## config.mk

```make
export PLATFORM = sky130hd
export DESIGN_NAME = tsrc_frame
export DESIGN_NICKNAME = d
export VERILOG_FILES = /design/src/tsrc_pkg.sv /design/src/tsrc_frame.sv
export SDC_FILE = /design/constraint.sdc
export NUM_CORES = 1
export LEC_CHECK = 0
export BUFFER_PORTS_ARGS = -buffer_cell sky130_fd_sc_hd__buf_2
export CAP_MARGIN = 20
export CORE_MARGIN = 3
export CORE_UTILIZATION = 30
export DETAILED_ROUTE_END_ITERATION = 8
export PLACE_DENSITY = 0.57
export SYNTH_ARGS = -nofsm -noshare
export SYNTH_HDL_FRONTEND = slang
export SYNTH_SLANG_ARGS = --single-unit
```

## constraint.sdc

```tcl
create_clock -name clk -period 17.55 [get_ports clk]
set_input_delay 4.3875 -clock clk [delete_from_list [all_inputs] [get_ports clk]]
set_output_delay 4.3875 -clock clk [all_outputs]
set_load 0.03 [all_outputs]
```

## src/tsrc_pkg.sv

```systemverilog
package tsrc_pkg;

  // frame kinds as carried on op
  typedef enum logic [1:0] {
    KIND_LEN_HDR     = 2'd0,
    KIND_REPORT_INFO = 2'd1,
    KIND_REPORT_DATA = 2'd2,
    KIND_RESULT_DATA = 2'd3
  } frame_kind_t;

  // result status codes
  typedef enum logic [2:0] {
    STATUS_OK        = 3'd0,
    STATUS_BAD_LEAD  = 3'd1,
    STATUS_BAD_SUM   = 3'd2,
    STATUS_TOO_LONG  = 3'd3,
    STATUS_BAD_SIZE  = 3'd4
  } status_t;

  localparam logic [7:0]  LEAD_BYTE      = 8'hAA;
  localparam logic [6:0]  POLL_BASE      = 7'h64;
  localparam logic [15:0] IDX_MAX        = 16'hFFFF;
  localparam logic [15:0] MAX_PKT_RESET  = 16'd1000;
  localparam logic [15:0] HDR_LAST_IDX   = 16'd7;
  localparam logic [15:0] RPT_MIN_IDX    = 16'd5;
  localparam logic [15:0] RES_MIN_IDX    = 16'd2;
  localparam logic [15:0] RPT_SUM_IDX    = 16'd6;
  localparam logic [15:0] RES_SUM_IDX    = 16'd3;
  localparam logic [15:0] RPT_OVERHEAD   = 16'd5;
  localparam logic [15:0] RES_OVERHEAD   = 16'd2;

  // frame state as seen after the current beat
  typedef struct packed {
    frame_kind_t kind;
    logic [15:0] idx;
    logic        lead_ok;
    logic [15:0] sum;
    logic [7:0]  tail_hi;
    logic [7:0]  tail_lo;
    logic [7:0]  field_high;
    logic [7:0]  field_low;
  } frame_view_t;

  // outcome of a frame check
  typedef struct packed {
    status_t     status;
    logic [15:0] length;
    logic [3:0]  err_nibble;
    logic        toggle_poll;
  } check_result_t;

endpackage

```

## src/tsrc_frame.sv

```systemverilog
module tsrc_frame (
  input  logic                 clk,
  input  logic                 rst,
  input  logic                 accept,
  input  logic [1:0]           op,
  input  logic [7:0]           rx_byte,
  input  logic [7:0]           report_id,
  input  logic                 is_first,
  output tsrc_pkg::frame_view_t view
);

  tsrc_pkg::frame_kind_t frame_kind;
  logic [15:0]           byte_index;
  logic                  lead_ok;
  logic [15:0]           running_sum;
  logic [7:0]            tail_hi;
  logic [7:0]            tail_lo;
  logic [7:0]            field_high;
  logic [7:0]            field_low;

  tsrc_pkg::frame_kind_t kind_cur;
  logic [15:0]           idx_cur;
  logic [15:0]           sum_base;
  logic                  add_tail;
  logic [15:0]           byte_index_next;

  always_comb begin
    kind_cur = is_first ? tsrc_pkg::frame_kind_t'(op) : frame_kind;
    idx_cur  = is_first ? 16'd0 : byte_index;
    if (is_first) begin
      if (kind_cur == tsrc_pkg::KIND_REPORT_INFO || kind_cur == tsrc_pkg::KIND_REPORT_DATA) begin
        sum_base = {8'd0, report_id};
      end else begin
        sum_base = 16'd0;
      end
    end else begin
      sum_base = running_sum;
    end

    // the byte two places back joins the sum once past the fixed head
    if (kind_cur == tsrc_pkg::KIND_RESULT_DATA) begin
      add_tail = (idx_cur >= tsrc_pkg::RES_SUM_IDX);
    end else begin
      add_tail = (idx_cur >= tsrc_pkg::RPT_SUM_IDX);
    end

    view.kind       = kind_cur;
    view.idx        = idx_cur;
    view.lead_ok    = (idx_cur == 16'd0) ? (rx_byte == tsrc_pkg::LEAD_BYTE) : lead_ok;
    view.sum        = sum_base + (add_tail ? {8'd0, tail_hi} : 16'd0);
    view.tail_hi    = tail_lo;
    view.tail_lo    = rx_byte;
    view.field_high = (idx_cur == 16'd4) ? rx_byte : field_high;
    view.field_low  = (idx_cur == 16'd5) ? rx_byte : field_low;

    byte_index_next = (idx_cur == tsrc_pkg::IDX_MAX) ? tsrc_pkg::IDX_MAX : idx_cur + 16'd1;
  end

  always_ff @(posedge clk) begin
    if (rst) begin
      frame_kind  <= tsrc_pkg::KIND_LEN_HDR;
      byte_index  <= 16'd0;
      lead_ok     <= 1'b0;
      running_sum <= 16'd0;
      tail_hi     <= 8'd0;
      tail_lo     <= 8'd0;
      field_high  <= 8'd0;
      field_low   <= 8'd0;
    end else if (accept) begin
      frame_kind  <= view.kind;
      byte_index  <= byte_index_next;
      lead_ok     <= view.lead_ok;
      running_sum <= view.sum;
      tail_hi     <= view.tail_hi;
      tail_lo     <= view.tail_lo;
      field_high  <= view.field_high;
      field_low   <= view.field_low;
    end
  end

endmodule

```

== After elaboration in Yosys (flattened, before gate mapping) ==
Index checks and enable logic that the tools add are counted.

* Add/sub/neg operators: 2
* Magnitude comparators: 2
* Equal/unequal tests: 7
* Mux-type cells: 10
* Reduce and logical (&&, ||, !) cells: 2

{| class="wikitable"
|+ Operators by type and width
! operator !! number
|-
| 16-bit two-way mux || 3
|-
| 16-bit by 3-bit == test with 1-bit output (second input constant) || 2
|-
| 8-bit two-way mux || 4
|-
| 16-bit by 1-bit adder with 16-bit output (second input constant) || 1
|-
| 16-bit by 8-bit adder with 16-bit output || 1
|-
| 16-bit == test (second input constant) || 1
|-
| 16-bit by 2-bit >= comparator with 1-bit output (second input constant) || 1
|-
| 16-bit by 3-bit >= comparator with 1-bit output (second input constant) || 1
|-
| 16-bit zero test || 1
|-
| 8-bit == test (second input constant) || 1
|-
| 2-bit == test (second input constant) || 2
|-
| 2-bit by 1-bit == test with 1-bit output (second input constant) || 1
|-
| 1-bit two-way mux || 2
|-
| 2-bit two-way mux || 1
|-
| 1-bit logical OR || 1
|}

* Register bits after elaboration: 67
* Input port bits: 22
* Output and inout port bits: 67

== Depth between registers and ports, before layout ==
* Depth in word-level cells: 6
* Gate-level depth with buffers: 19
* Gate-level depth less buffers: 14

== Worst setup path before layout ==
Ideal clock, no wire load.

* Kind: input -> output
* Start point: input is_first
* End point: output view[42] (netlist bit)
* Data arrival time: 8.392 ns
* Slack: 4.771 ns
* Stages: 19
* Buffers on the path: 5
* Cell sequence: buf_1 buf_2 buf_2 buf_2 nand2b_1 inv_1 ha_1 o21ai_0 a41oi_1 and2_1 ha_1 inv_1 fa_1 nor2b_1 o31a_1 a221oi_1 buf_2 nor2_1 o21ai_0

{| class="wikitable"
|+ RTL lines
! what !! line !! text
|-
| start: declaration || tsrc_frame.sv:8 || <nowiki>input logic is_first,</nowiki>
|-
| end: declaration || tsrc_frame.sv:9 || <nowiki>output tsrc_pkg::frame_view_t view</nowiki>
|}

==> out/metrics.cfg <==
[outcome]
status = complete, no violations

[worst_setup_path]
crit_arrival_ns = 8.48
reg2reg_depth = 15
crit_path_end_kind = output port
critPathRequiredTime_ns = 13.16
setup.worst_path.class = in -> out
cp-start-kind = primary input
crit_path_max_fanout = 67

[power_and_ir_drop]
p_per_area_nw_per_um2 = 81.7
swShare_pct = 26.3
p_clk_share_pct = 49.5
cell_internal_pwr_mw = 0.300
p_total_mw = 0.406
p_seq_share_pct = 38.9
vdd_drop_max_mv = 0.0666
leakage_nw = 2.14
switching_power_mw = 0.107
pwr-share-comb_pct = 11.6

[route]
routed_wl_um = 11200
vias = 3868
wl_per_cell_um = 14.9
route.detailed.drc = 0
ant_nets = 0
drtPass1Iterations = 6
viasPerCell = 5.16
drt_iter0_drc = 322

[layout]
nets = 602
drive_gt1_share_pct = 23.9
finalNonFillerCells = 749
diodes = 0
final_common_cell = buf_2
area_delta_synth_final_pct = 19.3
fillers = 1404
final_cell_area_um2 = 4980
fin_util_pct = 37.1
layout_common_cells = 88 x buf_2, 68 x nor2_1, 67 x dfxtp_1, 38 x mux2i_1, 30 x o21ai_0

[grt]
grt_max_degree = 75
grt_pass1_wl_um = 17900
grt_pass1_vias = 3461
antenna_found_initial = 0
grt.overflow.total = 0
track_usage_pct = 14.8

[timing]
fmax_ghz = 0.0777
rsz0062_at_grt = false
setup_viol = 0
finalSetupTns_ns = 0
fin_hold_ws_ns = 0.465
finalHoldViolCount = 0
min_period_ns = 12.86
finClkSkew_ns = 0.00955
slew_headroom_pct = 33.7
finalMaxSlewViolations = 0
worstMarginPinSlew_ns = 0.990
setup_ws_ns = 4.69
finalCritPeriodShare_pct = 73.3

[clock_network]
post_cts_buffers = 0
clkTransAtPathRegs_ns = 0.06
cts_tree = yes
clkSinkCount = 67
clkLatencyLatePin_ns = 0.34
cts_root_buf = clkbuf_16
cts-htree-levels = 3
clock_path_buffers = 2
cts_buffers = 9
holdBufCountCts = 0
cts_resized = 0

[placement]
dp_slack_ns = 4.74
portBuffers = 88
dp_cells = 733
hpwl_um = 7820
placed_area_um2 = 4650
gp_congestion = 0.827

[die]
ioPinCount = 89
core_area_um2 = 13400
die_y_um = 124
core.rowCount = 42
die_width_um = 124
dieArea_um2 = 15400
initial_core_util_pct = 31.1

[yosys]
yosysWarnings = 0
synth_edf_count = 0
ys_ff_latch = 67
avgSynthCellArea_um2 = 8.21
synth-main-ff-cell = dfxtp_1
synthArstFlopShare_pct = 0
ys_seq_area_share_pct = 32.1
synth.cell_area_um2 = 4170
synth.net_count = 542
syn_inst = 508
synth.distinct_cells = 60

[hold_path]
hold_path.class = reg -> reg
min_path_cells = 2

[run]
cap_violations = 0

-- sequential cells by signal, summed over array words and instances (netlist names) --
register,count
field_low,8
lead_ok,1
field_high,8
byte_index,16
running_sum,16
tail_lo,8
frame_kind,2
tail_hi,8
-- cell type report --
type	instances	area (µm²)	share of cell area (%)
clock buffers	11	243	4.88
clock inverters	5	85.1	1.71
inverters	24	90.1	1.81
multi-input cells	374	2530	50.8
flip-flops and latches	67	1340	27.0
well taps	176	220	4.43
repair buffers	92	470	9.45
-- cell usage after synthesis, types with 3 or more instances --
cell type / n / share of area [%]
nor2_1: 68 / 6.1
dfxtp_1: 67 / 32
mux2i_1: 38 / 9.1
o21ai_0: 30 / 3.6
nand2_1: 26 / 2.3
inv_1: 24 / 2.2
mux2_2: 20 / 5.4
a21oi_1: 19 / 2.3
clkbuf_1: 17 / 1.5
nand3_1: 16 / 1.9
nor2b_1: 16 / 2.4
and2_1: 14 / 2.1
buf_2: 11 / 1.3
ha_1: 11 / 3.3
buf_4: 8 / 1.4
nor3_1: 8 / 0.96
a21o_1: 7 / 1.3
a31oi_1: 7 / 1.0
and3_1: 7 / 1.0
nand2b_1: 7 / 1.0
xnor2_1: 7 / 1.5
buf_1: 5 / 0.45
nand4_1: 5 / 0.75
o211ai_1: 5 / 0.90
a211oi_1: 4 / 0.72
nor3b_1: 4 / 0.72
nor4_1: 4 / 0.60
or3_1: 4 / 0.60
a221oi_1: 3 / 0.63
a31o_2: 3 / 0.63
o311ai_0: 3 / 0.63
-- cells by family after synthesis --
kind of cell	Yosys count	synth area share (%)
compound gates	104	16.6
simple gates	192	23.9
xor+xnor	8	1.68
fa+ha+maj	12	3.78
mux	58	14.5
flops	67	32.1
buf+inv	67	7.44
-- power groups by stage --
stage	Combinational [mW]	Clock [mW]	Sequential, mW
2_1_floorplan	0.0332	0	0.162
3_3_place_gp	0.0465	0	0.162
3_5_place_dp	0.0471	0	0.162
4_1_cts	0.0473	0.205	0.158
5_1_grt	0.0515	0.211	0.159
6_report	0.0470	0.201	0.158
-- per-layer routing --
| layer | share of wire (%) | track usage (%) | up-vias | routed length, µm |
|---|---|---|---|---|
| met5 | 0 | 0 | - | 0 |
| met4 | 1.2 | 4.65 | 0 | 138 |
| met3 | 6.4 | 4.00 | 9 | 719 |
| met2 | 45 | 22.5 | 104 | 5070 |
| met1 | 47 | 20.3 | 1833 | 5270 |
| li1 | - | - | 1922 | - |
-- path summary, 6_finish.rpt --
check / slack [ns] / end / start
worst max-delay path: 4.69 / view[41] / is_first
worst min-delay path: 0.46 / running_sum[5]$_SDFFE_PP0P_ / running_sum[5]$_SDFFE_PP0P_
worst max register to register: 13.85 / running_sum[8]$_SDFFE_PP0P_ / byte_index[0]$_SDFFE_PP0P_
worst min register to register: 0.46 / running_sum[5]$_SDFFE_PP0P_ / running_sum[5]$_SDFFE_PP0P_
-- worst max-delay path, cell delays in order --
cell	delay [ns]
buf_2	0.08
buf_4	0.51
mux2_2	0.43
ha_1	0.21
a21o_1	0.17
nand2_1	0.06
a41oi_1	0.31
and2_1	0.29
ha_1	0.42
and3_1	0.25
a21boi_0	0.59
o21ai_0	0.25
mux2_2	0.32
buf_2	0.18
Note: power is estimated with default switching activity, not from simulation.
